**src/sht_pkg.sv**
```systemverilog
// ----------------------------------------------------------------------------
// sht_pkg
// Shared types, character codes and keyword table of the highlight tokenizer.
// ----------------------------------------------------------------------------
package sht_pkg;

    localparam int unsigned MAX_TOKEN = 1023;
    localparam int unsigned CNT_W     = 10;
    localparam int unsigned CHAR_W    = 16;
    localparam int unsigned KW_COUNT  = 47;
    localparam int unsigned KW_BYTES  = 7;

    localparam logic [CNT_W-1:0] MAX_LEN   = CNT_W'(MAX_TOKEN);
    localparam logic [CNT_W-1:0] DEPTH_CAP = {CNT_W{1'b1}};

    // Scanner modes
    typedef enum logic [3:0] {
        MODE_IDLE     = 4'd0,
        MODE_STR      = 4'd1,
        MODE_CHR      = 4'd2,
        MODE_LINE     = 4'd3,
        MODE_BRACE    = 4'd4,
        MODE_WORD     = 4'd5,
        MODE_NUM      = 4'd6,
        MODE_NUM_E    = 4'd7,
        MODE_NUM_TAIL = 4'd8
    } scan_mode_t;

    // Token classes as reported on the result stream
    typedef enum logic [3:0] {
        CLS_OPERATOR      = 4'd0,
        CLS_STRING        = 4'd1,
        CLS_CHAR          = 4'd2,
        CLS_LINE_COMMENT  = 4'd3,
        CLS_BLOCK_COMMENT = 4'd4,
        CLS_GLOBAL        = 4'd5,
        CLS_RESERVED      = 4'd6,
        CLS_IDENT         = 4'd7,
        CLS_NUMBER        = 4'd8
    } token_class_t;

    typedef struct packed {
        token_class_t     cls;
        logic [CNT_W-1:0] len;
    } result_t;

    // Up to two results caused by one request
    typedef struct packed {
        logic    two;
        result_t first_res;
        result_t second_res;
    } entry_t;

    // Character codes
    localparam logic [CHAR_W-1:0] CH_QUOTE  = 16'h0022;
    localparam logic [CHAR_W-1:0] CH_HASH   = 16'h0023;
    localparam logic [CHAR_W-1:0] CH_APOS   = 16'h0027;
    localparam logic [CHAR_W-1:0] CH_PLUS   = 16'h002B;
    localparam logic [CHAR_W-1:0] CH_MINUS  = 16'h002D;
    localparam logic [CHAR_W-1:0] CH_DOT    = 16'h002E;
    localparam logic [CHAR_W-1:0] CH_DIG_0  = 16'h0030;
    localparam logic [CHAR_W-1:0] CH_DIG_9  = 16'h0039;
    localparam logic [CHAR_W-1:0] CH_SEMI   = 16'h003B;
    localparam logic [CHAR_W-1:0] CH_AT     = 16'h0040;
    localparam logic [CHAR_W-1:0] CH_UP_A   = 16'h0041;
    localparam logic [CHAR_W-1:0] CH_UP_F   = 16'h0046;
    localparam logic [CHAR_W-1:0] CH_UP_Z   = 16'h005A;
    localparam logic [CHAR_W-1:0] CH_BSLASH = 16'h005C;
    localparam logic [CHAR_W-1:0] CH_UNDER  = 16'h005F;
    localparam logic [CHAR_W-1:0] CH_LO_A   = 16'h0061;
    localparam logic [CHAR_W-1:0] CH_LO_B   = 16'h0062;
    localparam logic [CHAR_W-1:0] CH_LO_E   = 16'h0065;
    localparam logic [CHAR_W-1:0] CH_LO_Z   = 16'h007A;
    localparam logic [CHAR_W-1:0] CH_LBRACE = 16'h007B;
    localparam logic [CHAR_W-1:0] CH_RBRACE = 16'h007D;

    // Reserved words, right-justified, zero padded on the left
    localparam logic [KW_BYTES*8-1:0] KW_TABLE [KW_COUNT] = '{
        "alias", "assert", "bit16", "bit32", "bit64", "bit8", "block", "bool",
        "break", "case", "catch", "char", "class", "const", "dbg", "default",
        "dict", "do", "elif", "else", "end", "enum", "false", "finally",
        "float", "for", "foreach", "func", "if", "ifdef", "inf", "int",
        "list", "me", "null", "queue", "ret", "rls", "skip", "stack",
        "switch", "throw", "to", "true", "try", "var", "while"
    };

    function automatic logic is_letter(input logic [CHAR_W-1:0] c);
        return (c >= CH_LO_A && c <= CH_LO_Z) || (c >= CH_UP_A && c <= CH_UP_Z) ||
               c == CH_UNDER || c == CH_AT || c == CH_BSLASH;
    endfunction

    function automatic logic is_digit(input logic [CHAR_W-1:0] c);
        return c >= CH_DIG_0 && c <= CH_DIG_9;
    endfunction

    // Number of characters in keyword k
    function automatic logic [3:0] kw_len(input int unsigned k);
        logic [KW_BYTES*8-1:0] w;
        logic [3:0]            n;
        w = KW_TABLE[k];
        n = 4'd0;
        for (int b = 0; b < KW_BYTES; b++) begin
            if (w[b*8 +: 8] != 8'h00) begin
                n = n + 4'd1;
            end
        end
        return n;
    endfunction

    // Character idx of keyword k, zero past its end
    function automatic logic [7:0] kw_char(input int unsigned k, input logic [2:0] idx);
        logic [KW_BYTES*8-1:0] w;
        logic [3:0]            n;
        logic [7:0]            ch;
        w  = KW_TABLE[k];
        n  = kw_len(k);
        ch = 8'h00;
        if ({1'b0, idx} < n) begin
            ch = w[(int'(n) - 1 - int'(idx)) * 8 +: 8];
        end
        return ch;
    endfunction

endpackage

```
**src/sht_scanner.sv**
```systemverilog
// ----------------------------------------------------------------------------
// sht_scanner
// Scanner state and per-character classification; builds the result entry
// for each accepted request in the same cycle.
// ----------------------------------------------------------------------------
module sht_scanner (
    input  logic                          aclk,
    input  logic                          aresetn,
    input  logic                          item_valid,
    input  logic [sht_pkg::CHAR_W-1:0]    char_code,
    input  logic                          line_end,
    output logic                          push,
    output sht_pkg::entry_t               push_entry
);
    import sht_pkg::*;

    scan_mode_t        mode_reg,  mode_next;
    logic [CNT_W-1:0]  count_reg, count_next;
    logic [CNT_W-1:0]  depth_reg, depth_next;
    logic              at_reg,    at_next;
    logic [KW_COUNT-1:0] match_reg, match_next;

    logic [CNT_W-1:0]  cnt1;
    logic              at_limit;
    logic              reserved;
    token_class_t      pend_cls;

    // start decode
    scan_mode_t        st_mode;
    logic [CNT_W-1:0]  st_count;
    logic [CNT_W-1:0]  st_depth;
    logic              st_at;
    logic              st_op;
    logic [KW_COUNT-1:0] st_match;

    // main step
    logic              fl_valid;
    result_t           fl_res;
    logic              do_grow;
    scan_mode_t        grow_mode;
    token_class_t      grow_cls;
    logic              go_idle;
    logic              use_start;
    logic [CNT_W-1:0]  d_new;
    logic              op_valid;
    result_t           op_res;

    assign cnt1     = count_reg + 1'b1;
    assign at_limit = (cnt1 >= MAX_LEN);

    // Reserved-word test from the running match vector
    always_comb begin
        reserved = 1'b0;
        for (int k = 0; k < KW_COUNT; k++) begin
            if (match_reg[k] && count_reg == {{(CNT_W-4){1'b0}}, kw_len(k)}) begin
                reserved = 1'b1;
            end
        end
        if (count_reg == '0 || count_reg > CNT_W'(KW_BYTES)) begin
            reserved = 1'b0;
        end
    end

    // Class of the open token
    always_comb begin
        case (mode_reg)
            MODE_STR:   pend_cls = CLS_STRING;
            MODE_CHR:   pend_cls = CLS_CHAR;
            MODE_LINE:  pend_cls = CLS_LINE_COMMENT;
            MODE_BRACE: pend_cls = CLS_BLOCK_COMMENT;
            MODE_WORD:  pend_cls = at_reg ? CLS_GLOBAL : (reserved ? CLS_RESERVED : CLS_IDENT);
            default:    pend_cls = CLS_NUMBER;
        endcase
    end

    // Decode a character that opens a new token
    always_comb begin
        st_mode  = MODE_IDLE;
        st_count = CNT_W'(1);
        st_depth = '0;
        st_at    = 1'b0;
        st_op    = 1'b0;
        for (int k = 0; k < KW_COUNT; k++) begin
            st_match[k] = (char_code == {8'h00, kw_char(k, 3'd0)});
        end
        if (char_code == CH_QUOTE) begin
            st_mode = MODE_STR;
        end else if (char_code == CH_APOS) begin
            st_mode = MODE_CHR;
        end else if (char_code == CH_SEMI) begin
            st_mode = MODE_LINE;
        end else if (char_code == CH_LBRACE) begin
            st_mode  = MODE_BRACE;
            st_depth = CNT_W'(1);
        end else if (is_letter(char_code)) begin
            st_mode = MODE_WORD;
            st_at   = (char_code == CH_AT);
        end else if (is_digit(char_code)) begin
            st_mode = MODE_NUM;
        end else begin
            st_op    = 1'b1;
            st_count = '0;
        end
    end

    // Advance the scanner by one character or end of line
    always_comb begin
        mode_next  = mode_reg;
        count_next = count_reg;
        depth_next = depth_reg;
        at_next    = at_reg;
        match_next = match_reg;
        fl_valid   = 1'b0;
        fl_res     = '{cls: pend_cls, len: count_reg};
        do_grow    = 1'b0;
        grow_mode  = mode_reg;
        grow_cls   = pend_cls;
        go_idle    = 1'b0;
        use_start  = 1'b0;
        d_new      = depth_reg;

        if (item_valid) begin
            if (line_end) begin
                fl_valid = (mode_reg != MODE_IDLE);
                go_idle  = 1'b1;
            end else begin
                case (mode_reg)
                    MODE_STR, MODE_CHR: begin
                        if (char_code == ((mode_reg == MODE_STR) ? CH_QUOTE : CH_APOS)) begin
                            fl_valid   = 1'b1;
                            fl_res.len = cnt1;
                            go_idle    = 1'b1;
                        end else begin
                            do_grow = 1'b1;
                        end
                    end
                    MODE_LINE: begin
                        do_grow = 1'b1;
                    end
                    MODE_BRACE: begin
                        if (char_code == CH_LBRACE && depth_reg < DEPTH_CAP) begin
                            d_new = depth_reg + 1'b1;
                        end else if (char_code == CH_RBRACE && depth_reg != '0) begin
                            d_new = depth_reg - 1'b1;
                        end
                        if (d_new == '0 || at_limit) begin
                            fl_valid   = 1'b1;
                            fl_res.len = cnt1;
                            go_idle    = 1'b1;
                        end else begin
                            depth_next = d_new;
                            count_next = cnt1;
                        end
                    end
                    MODE_WORD: begin
                        if (is_letter(char_code) || is_digit(char_code)) begin
                            if (count_reg < CNT_W'(8)) begin
                                for (int k = 0; k < KW_COUNT; k++) begin
                                    match_next[k] = match_reg[k] &&
                                        (char_code == {8'h00, kw_char(k, count_reg[2:0])});
                                end
                            end
                            at_next  = at_reg | (char_code == CH_AT);
                            grow_cls = at_next ? CLS_GLOBAL : CLS_IDENT;
                            do_grow  = 1'b1;
                        end else begin
                            fl_valid  = 1'b1;
                            use_start = 1'b1;
                        end
                    end
                    MODE_NUM: begin
                        do_grow = 1'b1;
                        if (is_digit(char_code) || (char_code >= CH_UP_A && char_code <= CH_UP_F) ||
                            char_code == CH_HASH || char_code == CH_DOT) begin
                            grow_mode = MODE_NUM;
                        end else if (char_code == CH_LO_E) begin
                            grow_mode = MODE_NUM_E;
                        end else if (char_code == CH_LO_B) begin
                            grow_mode = MODE_NUM_TAIL;
                        end else begin
                            do_grow   = 1'b0;
                            fl_valid  = 1'b1;
                            use_start = 1'b1;
                        end
                    end
                    MODE_NUM_E: begin
                        if (char_code == CH_PLUS || char_code == CH_MINUS) begin
                            do_grow   = 1'b1;
                            grow_mode = MODE_NUM_TAIL;
                        end else begin
                            fl_valid  = 1'b1;
                            use_start = 1'b1;
                        end
                    end
                    MODE_NUM_TAIL: begin
                        if (is_digit(char_code)) begin
                            do_grow = 1'b1;
                        end else begin
                            fl_valid  = 1'b1;
                            use_start = 1'b1;
                        end
                    end
                    default: begin
                        use_start = 1'b1;
                    end
                endcase
            end
        end

        // Extend the token, or close it at the length cap
        if (do_grow) begin
            if (at_limit) begin
                fl_valid = 1'b1;
                fl_res   = '{cls: grow_cls, len: cnt1};
                go_idle  = 1'b1;
            end else begin
                mode_next  = grow_mode;
                count_next = cnt1;
            end
        end

        if (go_idle) begin
            mode_next  = MODE_IDLE;
            count_next = '0;
            depth_next = '0;
            at_next    = 1'b0;
        end

        if (use_start) begin
            mode_next  = st_mode;
            count_next = st_count;
            depth_next = st_depth;
            at_next    = st_at;
            match_next = st_match;
        end
    end

    // Pack the results of this request
    assign op_valid = use_start & st_op;
    assign op_res   = '{cls: CLS_OPERATOR, len: CNT_W'(1)};
    assign push     = fl_valid | op_valid;

    always_comb begin
        push_entry.two        = fl_valid & op_valid;
        push_entry.first_res  = fl_valid ? fl_res : op_res;
        push_entry.second_res = op_res;
    end

    // Control state
    always_ff @(posedge aclk) begin
        if (!aresetn) begin
            mode_reg  <= MODE_IDLE;
            count_reg <= '0;
            depth_reg <= '0;
            at_reg    <= 1'b0;
        end else begin
            mode_reg  <= mode_next;
            count_reg <= count_next;
            depth_reg <= depth_next;
            at_reg    <= at_next;
        end
    end

    // Keyword match vector, only read while a word is open
    always_ff @(posedge aclk) begin
        match_reg <= match_next;
    end

endmodule

```
**src/sht_result_queue.sv**
```systemverilog
// ----------------------------------------------------------------------------
// sht_result_queue
// Two-entry result buffer; each entry holds the one or two results of one
// request and is sent out as one or two beats.
// ----------------------------------------------------------------------------
module sht_result_queue (
    input  logic                   aclk,
    input  logic                   aresetn,
    input  logic                   push,
    input  sht_pkg::entry_t        push_entry,
    output logic                   space,
    output logic                   m_tvalid,
    input  logic                   m_tready,
    output logic [15:0]            m_tdata,   // [3:0] token_class, [13:4] token_length
    output logic                   m_tlast
);
    import sht_pkg::*;

    entry_t      entries_reg [2];
    logic        wr_ptr_reg, wr_ptr_next;
    logic        rd_ptr_reg, rd_ptr_next;
    logic [1:0]  fill_reg,   fill_next;
    logic        beat_reg,   beat_next;

    entry_t      head;
    result_t     cur;
    logic        pop_beat;
    logic        pop_item;

    assign head     = entries_reg[rd_ptr_reg];
    assign cur      = beat_reg ? head.second_res : head.first_res;
    assign m_tvalid = (fill_reg != 2'd0);
    assign m_tdata  = {2'b00, cur.len, cur.cls};
    assign m_tlast  = ~head.two | beat_reg;
    assign space    = (fill_reg != 2'd2);

    assign pop_beat = m_tvalid & m_tready;
    assign pop_item = pop_beat & m_tlast;

    // Advance pointers, fill level and beat select
    always_comb begin
        wr_ptr_next = wr_ptr_reg ^ push;
        rd_ptr_next = rd_ptr_reg ^ pop_item;
        fill_next   = fill_reg + {1'b0, push} - {1'b0, pop_item};
        beat_next   = pop_beat ? ~m_tlast : beat_reg;
    end

    always_ff @(posedge aclk) begin
        if (!aresetn) begin
            wr_ptr_reg <= 1'b0;
            rd_ptr_reg <= 1'b0;
            fill_reg   <= 2'd0;
            beat_reg   <= 1'b0;
        end else begin
            wr_ptr_reg <= wr_ptr_next;
            rd_ptr_reg <= rd_ptr_next;
            fill_reg   <= fill_next;
            beat_reg   <= beat_next;
        end
    end

    // Store an entry
    always_ff @(posedge aclk) begin
        if (push) begin
            entries_reg[wr_ptr_reg] <= push_entry;
        end
    end

endmodule

```
**src/syntax_highlight_tokenizer.sv**
```systemverilog
// ----------------------------------------------------------------------------
// syntax_highlight_tokenizer
// Splits a stream of source characters into highlight tokens (class, length).
// ----------------------------------------------------------------------------
// Input stream: one request per source character, s_tdata = UTF-16 code;
// s_tuser = 1 marks end of line (character ignored, open token flushed,
// scanner returned to idle).
// Result stream: one beat per token, m_tdata = class and length, m_tlast set
// on the final result caused by one request. A request causes zero, one or
// two results (a closed token followed by a one-character operator).
// A result is registered in the two-entry result buffer when the request
// that causes it is accepted, and is presented on m_tvalid from there.
// Throughput: one character per cycle while each request causes at most one
// result and m_tready stays high; a request with two results is sent as two
// beats over the single result port. A two-entry result buffer sits between
// scanner and output, so s_tready stays high while one finished entry waits.
// Stall: when m_tready is low the buffer fills; s_tready falls once both
// entries are occupied and rises as soon as one is sent.
// Reset: aresetn (synchronous, active low) empties the buffer and leaves
// the scanner idle with no token open.
// ----------------------------------------------------------------------------
module syntax_highlight_tokenizer (
    input  logic        aclk,
    input  logic        aresetn,
    input  logic        s_tvalid,
    output logic        s_tready,
    input  logic [15:0] s_tdata,   // [15:0] char_code
    input  logic        s_tuser,   // [0] line_end
    output logic        m_tvalid,
    input  logic        m_tready,
    output logic [15:0] m_tdata,   // [3:0] token_class, [13:4] token_length
    output logic        m_tlast
);
    import sht_pkg::*;

    logic   accept;
    logic   push;
    entry_t push_entry;

    assign accept = s_tvalid & s_tready;

    // Scan one character per accepted request
    sht_scanner u_scanner (
        .aclk       (aclk),
        .aresetn    (aresetn),
        .item_valid (accept),
        .char_code  (s_tdata),
        .line_end   (s_tuser),
        .push       (push),
        .push_entry (push_entry)
    );

    // Buffer results and drive the output stream
    sht_result_queue u_queue (
        .aclk       (aclk),
        .aresetn    (aresetn),
        .push       (push),
        .push_entry (push_entry),
        .space      (s_tready),
        .m_tvalid   (m_tvalid),
        .m_tready   (m_tready),
        .m_tdata    (m_tdata),
        .m_tlast    (m_tlast)
    );

`ifndef NO_ASSERTIONS
    // Results are only produced by an accepted request
    a_push_on_accept: assert property (@(posedge aclk) disable iff (!aresetn)
        push |-> accept)
        else $error("result entry pushed without an accepted request");

    // End of line never yields an operator after the flushed token
    a_eol_single: assert property (@(posedge aclk) disable iff (!aresetn)
        (push && s_tuser) |-> !push_entry.two)
        else $error("end of line produced two results");

    // Every token covers at least one character
    a_len_nonzero: assert property (@(posedge aclk) disable iff (!aresetn)
        push |-> (push_entry.first_res.len != '0 && push_entry.second_res.len != '0))
        else $error("token of zero length");

    // The second result of a pair follows the first one
    a_pair_follows: assert property (@(posedge aclk) disable iff (!aresetn)
        (m_tvalid && m_tready && !m_tlast) |=> m_tvalid)
        else $error("second result of a pair missing");
`endif

endmodule

```
**config.mk**
```make
export PLATFORM = sky130hd
export DESIGN_NAME = syntax_highlight_tokenizer
export DESIGN_NICKNAME = d
export VERILOG_FILES = /design/src/sht_pkg.sv /design/src/sht_scanner.sv /design/src/sht_result_queue.sv /design/src/syntax_highlight_tokenizer.sv
export SDC_FILE = /design/constraint.sdc
export NUM_CORES = 1
export LEC_CHECK = 0
export BUFFER_PORTS_ARGS = -buffer_cell sky130_fd_sc_hd__clkbuf_2
export CORE_UTILIZATION = 35
export DETAILED_ROUTE_END_ITERATION = 10
export SETUP_SLACK_MARGIN = 0.05
export SLEW_MARGIN = 20
export SYNTH_ARGS = -nofsm -noshare
export SYNTH_HDL_FRONTEND = slang
export SYNTH_HIERARCHICAL = 1
export SYNTH_SLANG_ARGS = --single-unit
```
**constraint.sdc**
```tcl
create_clock -name aclk -period 9.2 [get_ports aclk]
set_clock_uncertainty 0.05 [all_clocks]
set_input_delay 0.46 -clock aclk [delete_from_list [all_inputs] [get_ports aclk]]
set_output_delay 0.46 -clock aclk [all_outputs]
set_load 0.05 [all_outputs]
```
==> results by group <==
Cells and area
  • Multi-input logic area: 6230 um2
  • Design Area, Final: 11500 um2
  • Max reg flops: 58
  • Layout cells sized above 1: 0.107
  • Area grow syn2layout: 8.84%
  • N_diodes: 0
  • # fillers: 3053
  • Final-stage net count: 1249
  • Register area: 3770 um2

Routing
  • Pre-antenna DRT Iters: 6
  • WL/cell: 19.7 um
  • Post-route ant nets: 0
  • DRC Markers: 0
  • DR iter-0 viols: 1033
  • Routed vias/inst: 5.93
  • Total vias in the final route: 9543
  • Routed WL: 31.6 mm

Clocking
  • H-tree depth: 4
  • Post-cts sizing count: 0
  • Clock Root Buffer: clkbuf_16
  • CTS tree: yes
  • Clock latency on the worst-skew pair: 430 ps
  • CTS sink cnt: 136
  • Setup bufs post-CTS: 0
  • TritonCTS Buffers: 17
  • CTS Buffer Depth: 2
  • CTS clk-pin slew, worst paths: 60 ps
  • CTS Hold Bufs: 0

Critical path
  • Worst setup SP type: primary input
  • Critical-path cell list: clkbuf_2 -> buf_4 -> nand4b_1 -> nor4_1 -> and2_1 -> a32oi_1 -> xnor2_1 -> nor4_4 -> nand2_1 -> a21oi_1 -> a211oi_2 -> o21ai_0 -> ha_1 -> buf_4
  • Register-to-Register Path Depth: 14
  • Worst Setup SP: s_tdata[4]
  • Worst path max stage delay: 980 ps
  • Crit path depth: 14
  • Bufs and invs on worst path: 3
  • Setup crit end kind: flop
  • CP max FO: 42
  • Worst Path Arrival: 5090 ps
  • Reg-to-reg startpoint: u_scanner/depth_reg[0]
  • WP data required: 9300 ps
  • CP max stage cell: nor4_1
  • Most numerous cell on the critical path: buf_4
  • WS Path Type: in -> reg
  • Crit path max-delay family: simple AND/OR/NAND/NOR gates

Yosys
  • Ys async rst share: 0
  • Ys Warns: 6
  • Synth cell count leaders: 109 x nand2_1, 108 x nor2_1, 105 x edfxtp_1, 98 x xnor2_1, 74 x o21ai_0
  • Sequential share of the synthesized area: 0.357
  • Post-synth top area share: 0.299
  • Number of flops mapped to enable cells by yosys: 105
  • Syn_area_per_cell: 8.59 um2
  • Mapped cell area: 10600 um2
  • Cell taking the most area after synthesis: edfxtp_1
  • Cell with the most instances after synthesis: nand2_1
  • Yosys cell types: 89
  • Top cells by area, synth: edfxtp_1 30%, xnor2_1 8.1%, dfxtp_1 5.9%
  • Synthesized instance count: 1230
  • Dominant synthesized flop cell: edfxtp_1
  • #FFs+latches synth: 136

GRT
  • Number of global-route vias before repair: 8838
  • Global-route wire length before repair: 49.6 mm
  • Largest net degree at the start of global routing: 66
  • Initial antenna violation count: 0
  • Gr usage total: 0.205
  • Total gr overflow: 0

Die
  • Row Count: 63
  • Die X: 176 um
  • Die footprint: 30900 um2
  • Starting density of the core: 0.356
  • Top Ports: 40
  • DIE HEIGHT: 176 um
  • Core ar.: 29600 um2

Hold path
  • Min-delay src: m_tready
  • Hold Path Class: in -> reg
  • Hold path depth: 3

Placed design
  • Post-placement cell area: 10900 um2
  • HPWL Detailed: 22.1 mm
  • Gpl congestion: 0.937
  • IO buf count: 37

Timing
  • Final setup TNS: 0 ps
  • Slew Limit Headroom: 0.262
  • Final max-slew violation count: 0
  • RSZ-0062 raised after global routing: no
  • Hold Vio Cnt, Final: 0
  • Worst-Margin Slew: 1100 ps
  • Final Setup Violations: 0
  • Tcrit/Tclk final: 0.543
  • Fmax: 200 MHz
  • Minimum clock period: 4990 ps

Flow run
  • Max Cap Viol: 0

Power
  • Pleak: 3.82 nW
  • Pwr/cell area: 175 nW/um2
  • Overall power: 0.00201 W
  • Maximum vdd drop: 113 uV

Run status
  • Status: finished clean
-- metrics by stage --
stage	hold WS [ps]	util	instances	setup slack, ps
CTS	273	0.388	1609	4290
global route	289	0.388	1609	3850
floorplan	402	-	1243	4120
global placement	415	0.369	1577	3950
detailed placement	424	0.369	1577	3840
finish	292	0.388	1609	4210
-- worst register-to-register path, stage by stage (launching register included) --
cell      delay, ps
dfxtp_1         410
inv_1           120
ha_1            200
or3b_2          480
nor4_1          360
nor2_1           80
a32oi_1         460
xnor2_1         230
nor4_4          100
nand2_1         100
a21oi_1          80
a211oi_2        770
o21ai_0         400
ha_1            310
buf_4           250
-- area by class of cell --
cell class	count	area share
Multi-Input combinational cell	963	0.542
Sequential cell	136	0.328
Tap cell	390	0.0425
Clock buffer	17	0.0370
Timing Repair Buffer	54	0.0272
Clock inverter	15	0.0116
Inverter	34	0.0111
-- kinds of logic after synthesis --
logic type | count (synthesis) | share of synthesized area
mux | 27 | 0.0435
compound gates | 269 | 0.167
xor+xnor | 114 | 0.0945
simple gates | 515 | 0.251
flops | 136 | 0.357
buf+inv | 144 | 0.0589
fa+ha+maj | 22 | 0.0261
other cells | 3 | 0.00107
-- final timing paths --
path,to,slack (ps)
worst max register to register,u_queue/entries_reg[0][13],4520
worst min register to register,flop,430
worst min-delay path,u_queue/beat_reg,290
worst max-delay path,u_queue/entries_reg[0][13],4210
-- cell usage in the layout (no fill, tap or decap), types with 19 or more instances in the layout --
cell / n
nand2_1: 109
nor2_1: 108
edfxtp_1: 105
xnor2_1: 98
o21ai_0: 74
nand3_1: 66
a21oi_1: 57
nor3_1: 50
clkbuf_2: 37
nand4_1: 34
inv_1: 31
dfxtp_1: 30
ha_1: 22
or3_1: 20
nor4_1: 20
and3_1: 19
-- metal layers --
metal	global-route usage	wire length (um)
met5	0	0
met3	0.0297	2280
met4	0.0750	812
met2	0.319	14300
met1	0.288	14300
-- power breakdown --
group / internal, W / switching, W
logic: 0.000168 / 0.000371
registers: 0.000756 / 0.0000533
clock network: 0.000356 / 0.000310
(Power assumes the default switching activity.)
